[src/hw/rtl/vgd_pkg.sv]
`default_nettype none

package vgd_pkg;

    // Table size and field widths.
    localparam int MAX_CELLS  = 1024;
    localparam int IDX_W      = 10;
    localparam int USED_W     = 11;
    localparam int COUNT_BITS = 16;
    localparam int SUM_W      = 48;
    localparam int COORD_W    = 32;
    localparam int VOX_W      = 31;
    localparam int QUEUE_DEPTH = 4;
    localparam int QPTR_W     = 2;

    localparam logic [USED_W-1:0]     MAX_CELLS_U = USED_W'(MAX_CELLS);
    localparam logic [COUNT_BITS-1:0] COUNT_MAX   = '1;

    // Request type codes as they arrive on the input.
    localparam logic [1:0] REQ_ADD   = 2'd0;
    localparam logic [1:0] REQ_READ  = 2'd1;
    localparam logic [1:0] REQ_CLEAR = 2'd2;

    // Result status codes.
    localparam logic [2:0] STAT_MERGED  = 3'd0;
    localparam logic [2:0] STAT_NEW     = 3'd1;
    localparam logic [2:0] STAT_FULL    = 3'd2;
    localparam logic [2:0] STAT_SAT     = 3'd3;
    localparam logic [2:0] STAT_READ_OK = 3'd4;
    localparam logic [2:0] STAT_UNUSED  = 3'd5;
    localparam logic [2:0] STAT_CLEARED = 3'd6;

    // Operation decided by the front part.
    typedef enum logic [1:0] {
        OP_ADD,
        OP_READ,
        OP_CLEAR,
        OP_BAD
    } op_t;

    // One classified request as it waits in the queue.
    typedef struct packed {
        op_t                         op;
        logic [2:0][COORD_W-1:0]     point;
        logic [IDX_W-1:0]            cell_index;
    } req_t;

    // One table entry.
    typedef struct packed {
        logic [2:0][COORD_W-1:0]     key;
        logic [2:0][SUM_W-1:0]       sum;
        logic [COUNT_BITS-1:0]       count;
    } entry_t;

    // One result item.
    typedef struct packed {
        logic [2:0]                  status;
        logic [IDX_W-1:0]            result_index;
        logic [2:0][COORD_W-1:0]     mean;
        logic [COUNT_BITS-1:0]       point_count;
        logic [USED_W-1:0]           cells_used;
    } result_t;

endpackage

`default_nettype wire

[src/hw/rtl/vgd_front.sv]
`default_nettype none

module vgd_front
    import vgd_pkg::*;
(
    input  wire logic                  aclk,
    input  wire logic                  aresetn,
    input  wire logic                  in_valid,
    output logic                       in_ready,
    input  wire logic [1:0]            in_req_type,
    input  wire logic [2:0][COORD_W-1:0] in_point,
    input  wire logic [IDX_W-1:0]      in_cell_index,
    output logic                       q_valid,
    input  wire logic                  q_ready,
    output req_t                       q_item
);

    req_t                  queue_reg [QUEUE_DEPTH];
    logic [QPTR_W-1:0]     wr_ptr_reg;
    logic [QPTR_W-1:0]     rd_ptr_reg;
    logic [QPTR_W:0]       fill_reg;
    logic                  push;
    logic                  pop;
    op_t                   op_dec;

    // Classify the request type.
    always_comb begin
        case (in_req_type)
            REQ_ADD:   op_dec = OP_ADD;
            REQ_READ:  op_dec = OP_READ;
            REQ_CLEAR: op_dec = OP_CLEAR;
            default:   op_dec = OP_BAD;
        endcase
    end

    assign in_ready = (fill_reg != (QPTR_W+1)'(QUEUE_DEPTH));
    assign q_valid  = (fill_reg != '0);
    assign q_item   = queue_reg[rd_ptr_reg];
    assign push     = in_valid && in_ready;
    assign pop      = q_valid && q_ready;

    // Queue storage.
    always_ff @(posedge aclk) begin
        if (push) begin
            queue_reg[wr_ptr_reg] <= '{op: op_dec, point: in_point, cell_index: in_cell_index};
        end
    end

    // Queue pointers and fill level.
    always_ff @(posedge aclk) begin
        if (!aresetn) begin
            wr_ptr_reg <= '0;
            rd_ptr_reg <= '0;
            fill_reg   <= '0;
        end else begin
            if (push) begin
                wr_ptr_reg <= wr_ptr_reg + 1'b1;
            end
            if (pop) begin
                rd_ptr_reg <= rd_ptr_reg + 1'b1;
            end
            if (push && !pop) begin
                fill_reg <= fill_reg + 1'b1;
            end else if (pop && !push) begin
                fill_reg <= fill_reg - 1'b1;
            end
        end
    end

endmodule

`default_nettype wire

[config.mk]
export PLATFORM = sky130hd
export DESIGN_NAME = vgd_front
export DESIGN_NICKNAME = d
export VERILOG_FILES = /design/src/hw/rtl/vgd_pkg.sv /design/src/hw/rtl/vgd_front.sv
export SDC_FILE = /design/constraint.sdc
export NUM_CORES = 1
export LEC_CHECK = 0
export BUFFER_PORTS_ARGS = -buffer_cell sky130_fd_sc_hd__buf_2
export CAP_MARGIN = 20
export CORE_MARGIN = 1
export CORE_UTILIZATION = 64
export CTS_BUF_LIST = sky130_fd_sc_hd__clkbuf_4
export CTS_CLUSTER_DIAMETER = 50
export DETAILED_ROUTE_END_ITERATION = 10
export PLACE_DENSITY = 0.95
export RECOVER_POWER = 100
export SYNTH_ARGS = -nofsm -noshare
export SYNTH_HDL_FRONTEND = slang
export SYNTH_SLANG_ARGS = --single-unit
[constraint.sdc]
create_clock -name aclk -period 10.85 [get_ports aclk]
set_input_delay 2.17 -clock aclk [delete_from_list [all_inputs] [get_ports aclk]]
set_output_delay 2.17 -clock aclk [all_outputs]
set_load 0.03 [all_outputs]
Word-level counts from Yosys, hierarchy flattened
Memories as Yosys holds them, arrays and structs flattened. A register that Yosys moved wholly into a read port is not among the register bits.
Cells that the tools add are included.
{"block": "word_totals", "in_bits": 112, "mem_bits_rw": 432, "latchBits": 0, "rom_bits": 0, "memories": 1, "reg_bits": 7, "out_inout_bits": 110}
{"name": "queue_reg", "words": 4, "word_bits": 108, "read_ports": 1, "rd_ports_with_merged_regs": 1, "write_ports": 1, "line": "vgd_front.sv:18", "text": "req_t queue_reg [QUEUE_DEPTH];"}
{"block": "op_classes", "n_shift": 0, "order_cmp": 0, "div_mod_pow": 0, "muxes": 7, "mul": 0, "n_eq_ne": 3, "addsub": 4, "bitwise": 0, "n_reduce_logical": 9}
{"operator": "3-bit two-way mux", "n": 2}
{"operator": "2-bit one-hot mux with 3 select lines", "n": 1}
{"operator": "2-bit by 1-bit adder with 2-bit output (second input constant)", "n": 2}
{"operator": "1-bit logical AND", "n": 4}
{"operator": "2-bit two-way mux", "n": 2}
{"operator": "3-bit by 1-bit adder with 3-bit output (second input constant)", "n": 1}
{"operator": "3-bit inequality test (second input constant)", "n": 1}
{"operator": "3-bit nonzero test", "n": 1}
{"operator": "3-bit by 1-bit subtractor with 3-bit output (second input constant)", "n": 1}
{"operator": "2-bit by 1-bit == test with 1-bit output (second input constant)", "n": 1}
{"operator": "2-bit == test (second input constant)", "n": 1}
{"operator": "1-bit logical NOT", "n": 2}
{"operator": "2-bit logical NOT", "n": 1}
{"operator": "1-bit two-way mux", "n": 2}
{"operator": "2-bit nonzero test", "n": 1}

Longest topological paths before layout
Gate-level depths: netlist of run 1.
{"block": "depth", "word_depth": 6, "mapped_depth": 8}

Worst setup path after synthesis of run 1
Ideal clock, no wire load.
{"block": "synth_path", "path_type": "input to register", "startpoint": "input in_valid", "endpoint": "memory queue_reg[0][0] in the netlist's numbering, enable pin", "required_ns": 10.371, "slack_ns": 5.387, "cell_stages": 2, "path_buffers": 0, "arrival_time_ns": 4.984, "setup_time_ns": 0.479, "path_cell_list": "a21boi_2 > and2_1"}
{"block": "synth_via", "elab_chain_len": 3}
{"item": "from (decl)", "line": "vgd_front.sv:8", "text": "input wire logic in_valid,"}
{"item": "1-bit logical AND", "line": "vgd_front.sv:39", "text": "assign push = in_valid && in_ready;"}
{"item": "1-bit two-way mux", "line": "vgd_front.sv:44", "text": "if (push) begin"}
{"item": "1-bit two-way mux (not written as such)", "line": "vgd_front.sv:45", "text": "queue_reg[wr_ptr_reg] <= '{op: op_dec, point: in_point, cell_index: in_cell_index};"}
{"item": "to (decl)", "line": "vgd_front.sv:18"}
Every way passes these cells.

==> results.md, run 1 <==
* Global-route wire length before repair at between 40,000 and 50,000 um
* Adder-cell share of the synthesized area at less than 1%
* Placed cell count at 1,139
* CTS buffer count at 99
* Root Driver: clkbuf_4
* Sw Share at 31.9%
* Clock transition at the registers of the reported paths at approximately 0.070 ns
* Syn Nets at approximately 730
* CP Max Fanout at 43
* HPWL Detailed at 17,600 um
* Detailed Route Iter0 Violations at 554
* Max stage delay on crit path at 2.56 ns
* Synth top area share at 80.9%
* Leak at 5.79 nW
* Largest net degree at the start of global routing at 72
* Max Clk Rate at 0.142 GHz
* Fin util at 75.4%
* Failing checks: max-capacitance violations, max-slew violations
* CTS Sinks at roughly 440
* Crit path arrival time at 4.87 ns
* Final Setup Violations at 0
* Crit-path cells: clkbuf_1, mux4_2, clkbuf_1
* Gr ovfl total at 0
* Area of placed instances at 0.0175 mm2
* Final Power at 4.62 mW
* H-tree depth at 3
* Initial Util at 65.5%
* Die Area at 0.0257 mm2
* Xor-xnor portion of the synthesized cell area at 0.219%
* CP delay by family, top: buffers and inverters
* CP Capture Type: primary output
* Power Density at roughly 250 mW/mm2
* Post-CTS resize count at 0
* Worst slew pin tran at between 4 and 5 ns
* Hold_buf cts at 0
* Slew margin rel. at -180%
* Seq/Total Area, Yosys at 82.1%
* Initial antenna violation count at 4
* Synth area leader: edfxtp_1
* Row count at 57
* Final instance area at 0.0185 mm2
* Pre-antenna DRT Iters at 5
* Syn Area/Cell at 26.1 um2
* Worst Hold Class: reg -> reg
* Worst Path Required at 8.68 ns
* Wire per inst at 22.0 um
* Top cells by area, synth: edfxtp_1 81%, mux4_2 15%, dfxtp_1 1.1%, ha_1 0.39%, buf_2 0.37%
* Remaining DRCs at 0
* Compound-gate portion of the synthesized area at less than 1%
* Syn Inst Count at 614
* Combinational family with the most area after synthesis: multiplexers
* IR drop worst, VDD at 0.182 mV
* P_sw at approximately 1.5 mW
* Ys Warns at 0
* Int Power at 3.14 mW
* P&R area growth vs syn at 15.1%
* GPL Wtd Cong at 0.727
* Post-Route Skew at 0.0424 ns
* Reg power frac at 46.7%
* # fillers at 1,396
* Setup_tns at 0 ns
* CTS tree: done
* Final slew viol count at between 200 and 300
* Mux share of post-synthesis cell area at 15.4%
* Skew-Pair Late Insertion Delay at 0.70 ns
* Die H at approximately 160 um
* Power share of the clock group at 26.7%
* Synth Cell Area at 0.0160 mm2
* Die width at roughly 160 um
* Max FFs per register at 432
* Vias in the first global route at 8,092
* WP buf/inv at 2
* Tot GR Track Use at about a quarter
* Synth Area in Simple Gates at 0.570%
* Comb pwr share at 26.7%
* Register bit count reported by yosys at 441
* PortBufs at 221
* Final ANT Viol Nets at 0
* Most used cell along the critical path: clkbuf_1
* Startpoint Class: register
* Crit Path Category: reg -> out
* Hold Violations, Final at 0
* Via Count at approximately 7,600
* Slowest stage cell on the critical path: clkbuf_1
* Postcts setup bufs at 0
* Crit share post-route at 64.8%
* # IOs at 222
* Status: complete, but fails checks
* Core Footprint at 0.0245 mm2
* Drt via density at 5.76
* Distinct cells, synth at 23
* Layout Nets at 1,034
* Tmin final at between 7 and 8 ns
* Max-cap violations at 6
* Layout cell share with drive strength beyond 1 at between 20% and 30%
* Longest Clk Path Bufs at 3
* Total wire length at 29,100 um
* Non-Filler Instances at between 1,000 and 1,500
* RSZ-0062 raised after global routing: no
through the flow:
step           worst slack [ns]  hold slack [ns]
2_1_floorplan              5.39            0.468
3_3_place_gp               6.27            0.486
3_5_place_dp               6.25            0.492
4_1_cts                    5.56            0.503
5_1_grt                    3.13            0.538
6_report                   3.81            0.503
power by group through the flow:
stage,Combinational [mW],Sequential (mW),Clock [mW]
after floorplan,0.989,2.15,0
after global placement,1.27,2.17,0
after detailed placement,1.29,2.19,0
after CTS,1.30,2.15,1.26
after global routing,1.30,2.17,1.35
final,1.23,2.15,1.23
worst paths after layout:
| path | slack [ns] | endpoint | startpoint | depth (start not counted) |
|---|---|---|---|---|
| min reg2reg | 0.50 | wr_ptr_reg[0] | wr_ptr_reg[0] | 2 |
| min | 0.50 | wr_ptr_reg[0] | wr_ptr_reg[0] | 2 |
| max reg2reg | 5.07 | queue_reg[3][95] | fill_reg[1] | 4 |
| max | 3.81 | q_item[41] | register | 3 |
cell families after synthesis:
kind of cell,Yosys count
flip-flops,441
AO/OA/AOI/OAI,5
buffers and inverters,30
adder cells (fa/ha/maj),6
XOR/XNOR,4
multiplexers,111
AND/OR/NAND/NOR,17
area by class of cell:
| class | instances | area [um2] | share of cell area [%] |
|---|---|---|---|
| Antenna cell | 3 | 7.51 | 0.0407 |
| Clock buffer | 151 | 1130 | 6.14 |
| Clock inverter | 33 | 144 | 0.780 |
| Inverter | 3 | 11.3 | 0.0610 |
| Multi-Input combinational cell | 143 | 2710 | 14.7 |
| Sequential cell | 441 | 13200 | 71.3 |
| Tap cell | 324 | 405 | 2.20 |
| Timing Repair Buffer | 228 | 886 | 4.80 |
cell usage after synthesis (all sizes together):
master and count:
and2 8, or3 2, o31ai 1, mux2i 3
ha 5, xor2 1, edfxtp 432, nor2b 1
clkbuf 11, a21boi 2, inv 3, o311ai 1
xnor2 3, fa 1, nor2 1, mux4 108
dfxtp 9, o21ai 1, nand2 5, buf 16
worst min-delay path: cells and delay by family (launching register included):
kind	cells	cell delay [ns]
DFF	1	0.34
muxes	1	0.05
and+or+nand+nor	1	0.06
cell usage in the layout, fill, tap and decap left out:
cell        synthesis  layout
clkbuf_1           11     216
dfxtp_4             0       1
buf_2              12       6
inv_1               3       3
edfxtp_1          432     432
clkinv_4            0       1
nand2_1             5       5
o21ai_0             1       1
dfxtp_1             9       8
o31ai_1             1       1
o311ai_0            1       1
nor2_1              1       1
mux2i_1             3       3
clkbuf_4            0     151
nor2b_1             1       1
buf_4               0       6
xor2_1              1       1
ha_1                5       5
xnor2_1             3       3
inv_6               0       1
diode_2             0       3
mux4_2            108     108
clkinvlp_4          0       2
clkinv_2            0       2
fa_1                1       1
a21boi_0            1       2
and2_0              0       8
or3_1               2       2
clkinv_1            0      27
layer usage:
layer	track usage [%]	share of wire (%)	vias up
met4	8.44	1.7	2
met3	6.23	8.6	35
met2	37.9	51	387
met5	0	0.045	-
li1	-	-	3329
met1	31.6	39	3886
(Power assumes the default switching activity.)
==> run 2, diff against run 1 <==
--- a/config.mk
+++ b/config.mk
@@ -8,11 +8,11 @@
 export BUFFER_PORTS_ARGS = -buffer_cell sky130_fd_sc_hd__buf_2
 export CAP_MARGIN = 20
 export CORE_MARGIN = 1
-export CORE_UTILIZATION = 64
+export CORE_UTILIZATION = 53
 export CTS_BUF_LIST = sky130_fd_sc_hd__clkbuf_4
 export CTS_CLUSTER_DIAMETER = 50
 export DETAILED_ROUTE_END_ITERATION = 10
-export PLACE_DENSITY = 0.95
+export PLACE_DENSITY = 0.85
 export RECOVER_POWER = 100
 export SYNTH_ARGS = -nofsm -noshare
 export SYNTH_HDL_FRONTEND = slang
==> constraint.sdc (replaced) <==
create_clock -name aclk -period 6.25 [get_ports aclk]
set_input_delay 1.25 -clock aclk [delete_from_list [all_inputs] [get_ports aclk]]
set_output_delay 1.25 -clock aclk [all_outputs]
set_load 0.03 [all_outputs]
==> run 2 against run 1 <==
Against the previous run: die area rose by 20%; the run still ends with max-capacitance violations, max-slew violations left; sequential power up 73%; hold slack hardly changed; design area is 1.1% higher; clock power increased by 82%; global-route usage down 3.3 points; register-to-register slack lost 3.5 ns; clock skew up 0.0089 ns; count of clock-buffer cells in the layout is 7 lower; sequential cell count is the same.
==> results.md, run 2 (same netlist as run 1, synthesis figures left out) <==
* Detailed Route Iter0 Violations at 584 (+5.4%)
* Worst Path Required at 6.57 ns (-2.11 ns)
* Crit path arrival time at 5.09 ns (+0.22 ns)
* Startpoint Class: input pin
* H-tree depth at 3 (unchanged)
* Tot GR Track Use at 20.2% (-3.3 points)
* Final slew viol count at 210 (-27%)
* Commonest non-fill, non-tap cell in the layout: edfxtp_1
* Power Density at 434 mW/mm2 (+73%)
* Slew margin rel. at -98.7% (+81 points)
* PortBufs at 221 (unchanged)
* Final ANT Viol Nets at 0 (unchanged)
* IR drop worst, VDD at 0.251 mV (+38%)
* Hold Violations, Final at 0 (unchanged)
* Max-cap violations at 6 (unchanged)
* Die H at 176 um (+9.8%)
* Crit Path Category: in -> reg
* Worst slew pin tran at 2.98 ns (-1.21 ns)
* Postcts setup bufs at 0 (unchanged)
* Via Count at 7,663 (+0.31%)
* Layout Nets at 1,047 (+1.3%)
* Wire per inst at 21.5 um (-1.9%)
* GPL Wtd Cong at 0.723 (-0.55%)
* Crit-path cells: buf_2, a21boi_0, and2_0, buf_4
* Core Footprint at 0.0297 mm2 (+21%)
* Post-CTS resize count at 0 (unchanged)
* Leak at 5.85 nW (+1.0%)
* Row count at 63 (+11%)
* Hold slack at 0.504 ns (+0.000274 ns)
* Drt via density at 5.43 (-5.7%)
* Skew-Pair Late Insertion Delay at 0.74 ns (+0.04 ns)
* Cell depth of the worst setup path at 4 (+1)
* WP buf/inv at 2 (unchanged)
* CP delay by family, top: simple AND/OR/NAND/NOR gates
* Post-Route Skew at 0.0513 ns (+0.00891 ns)
* Global-route wire length before repair at 46,400 um (+4.7%)
* Initial antenna violation count at 2 (-2)
* Failing checks: max-capacitance violations, max-slew violations
* Final Setup Violations at 0 (unchanged)
* Pre-antenna DRT Iters at 5 (unchanged)
* Initial Util at 53.9% (-12 points)
* Root Driver: clkbuf_4
* Clock transition at the registers of the reported paths at 0.06 ns (about the same)
* Setup_tns at 0 ns (unchanged)
* # IOs at 222 (unchanged)
* CTS buffer count at 107 (+8.1%)
* Max FFs per register at 432 (unchanged)
* # fillers at 2,120 (+52%)
* Status: complete, but fails checks
* Die Area at 0.0309 mm2 (+20%)
* Crit share post-route at approximately three quarters
* Worst Hold Class: reg -> reg
* FF-to-FF path depth at 4 (unchanged)
* Layout cell share with drive strength beyond 1 at 27.5% (-0.35 points)
* Die width at 176 um (+9.8%)
* Slowest stage cell on the critical path: and2_0
* Vias in the first global route at 8,336 (+3.0%)
* CTS Sinks at 441 (unchanged)
* Max Clk Rate at between 0.2 and 0.25 GHz
* Longest Clk Path Bufs at 3 (unchanged)
* Hold_buf cts at 0 (unchanged)
* HPWL Detailed at 18,600 um (+5.8%)
* CP Capture Type: register
* Max stage delay on crit path at 2.26 ns (-0.30 ns)
* CP Max Fanout at 39 (-9.3%)
* Remaining DRCs at 0 (unchanged)
* CTS tree: done
* Tmin final at 4.76 ns
* Total wire length at 30,400 um (+4.4%)
* Gr ovfl total at 0 (unchanged)
* Hold path depth at 2 (unchanged)
* Most frequent cells in the layout: 432 x edfxtp_1, 219 x clkbuf_1, 144 x clkbuf_4, 108 x mux4_2, 44 x clkinv_1
* P&R area growth vs syn at 16.5%
* RSZ-0062 raised after global routing: no
* Largest net degree at the start of global routing at 57 (-21%)
-- run 2: cell types whose count changed in the layout (fill, tap and decap cells not counted), sizes merged --
cell and change:
diode -1, clkinvlp -1, clkinv +20, bufinv +1
buf +2, clkbuf -4, inv +2
-- run 2: cell type report --
type	instances	area [um2]	area share (%)
Sequential cell	441	13200	70.5
Antenna cell	2	5.00	0.0268
Clock inverter	55	283	1.52
Timing Repair Buffer	233	925	4.95
Inverter	3	11.3	0.0603
Tap cell	390	488	2.61
Clock buffer	144	1080	5.79
Multi-Input combinational cell	143	2710	14.5
-- run 2: metrics by stage --
stage | power [mW] | util (%) | setup WS [ns] | area, um2 | cells
2_1_floorplan | 5.45 | - | 1.71 | 16000 | 614
3_3_place_gp | 5.99 | 59.2 | 2.91 | 17600 | 1210
3_5_place_dp | 6.06 | 59.2 | 2.85 | 17600 | 1210
4_1_cts | 8.32 | 63.8 | 2.08 | 19000 | 1409
5_1_grt | 8.48 | 62.8 | 1.08 | 18700 | 1411
6_report | 8.10 | 62.8 | 1.49 | 18700 | 1411
-- run 2: tightest hold or removal path, stage by stage, from the launching register on --
cell,delay (ns)
dfxtp_1,0.34
nand2_1,0.06
mux2i_1,0.05
-- run 2: power by group --
| part | internal [mW] | total, mW | switching, mW |
|---|---|---|---|
| combinational | 0.726 | 2.14 | 1.41 |
| sequential | 3.60 | 3.72 | 0.123 |
| clock | 1.14 | 2.24 | 1.10 |
-- run 2: final timing paths --
| path | start | end | slack, ns |
|---|---|---|---|
| hold reg to reg | wr_ptr_reg[1] | wr_ptr_reg[1] | 0.50 |
| setup reg to reg | fill_reg[0] | queue_reg[1][31] | 1.54 |
| setup / recovery | in_valid | queue_reg[1][31] | 1.49 |
| hold / removal | wr_ptr_reg[1] | wr_ptr_reg[1] | 0.50 |
-- run 2: layer usage --
layer / GRT usage (%) / up-vias / routed length (um)
met5: 0 / - / 0
met4: 6.16 / 0 / 367
met3: 5.95 / 29 / 2460
met2: 33.9 / 321 / 15700
met1: 25.5 / 3946 / 11800
li1: - / 3367 / -
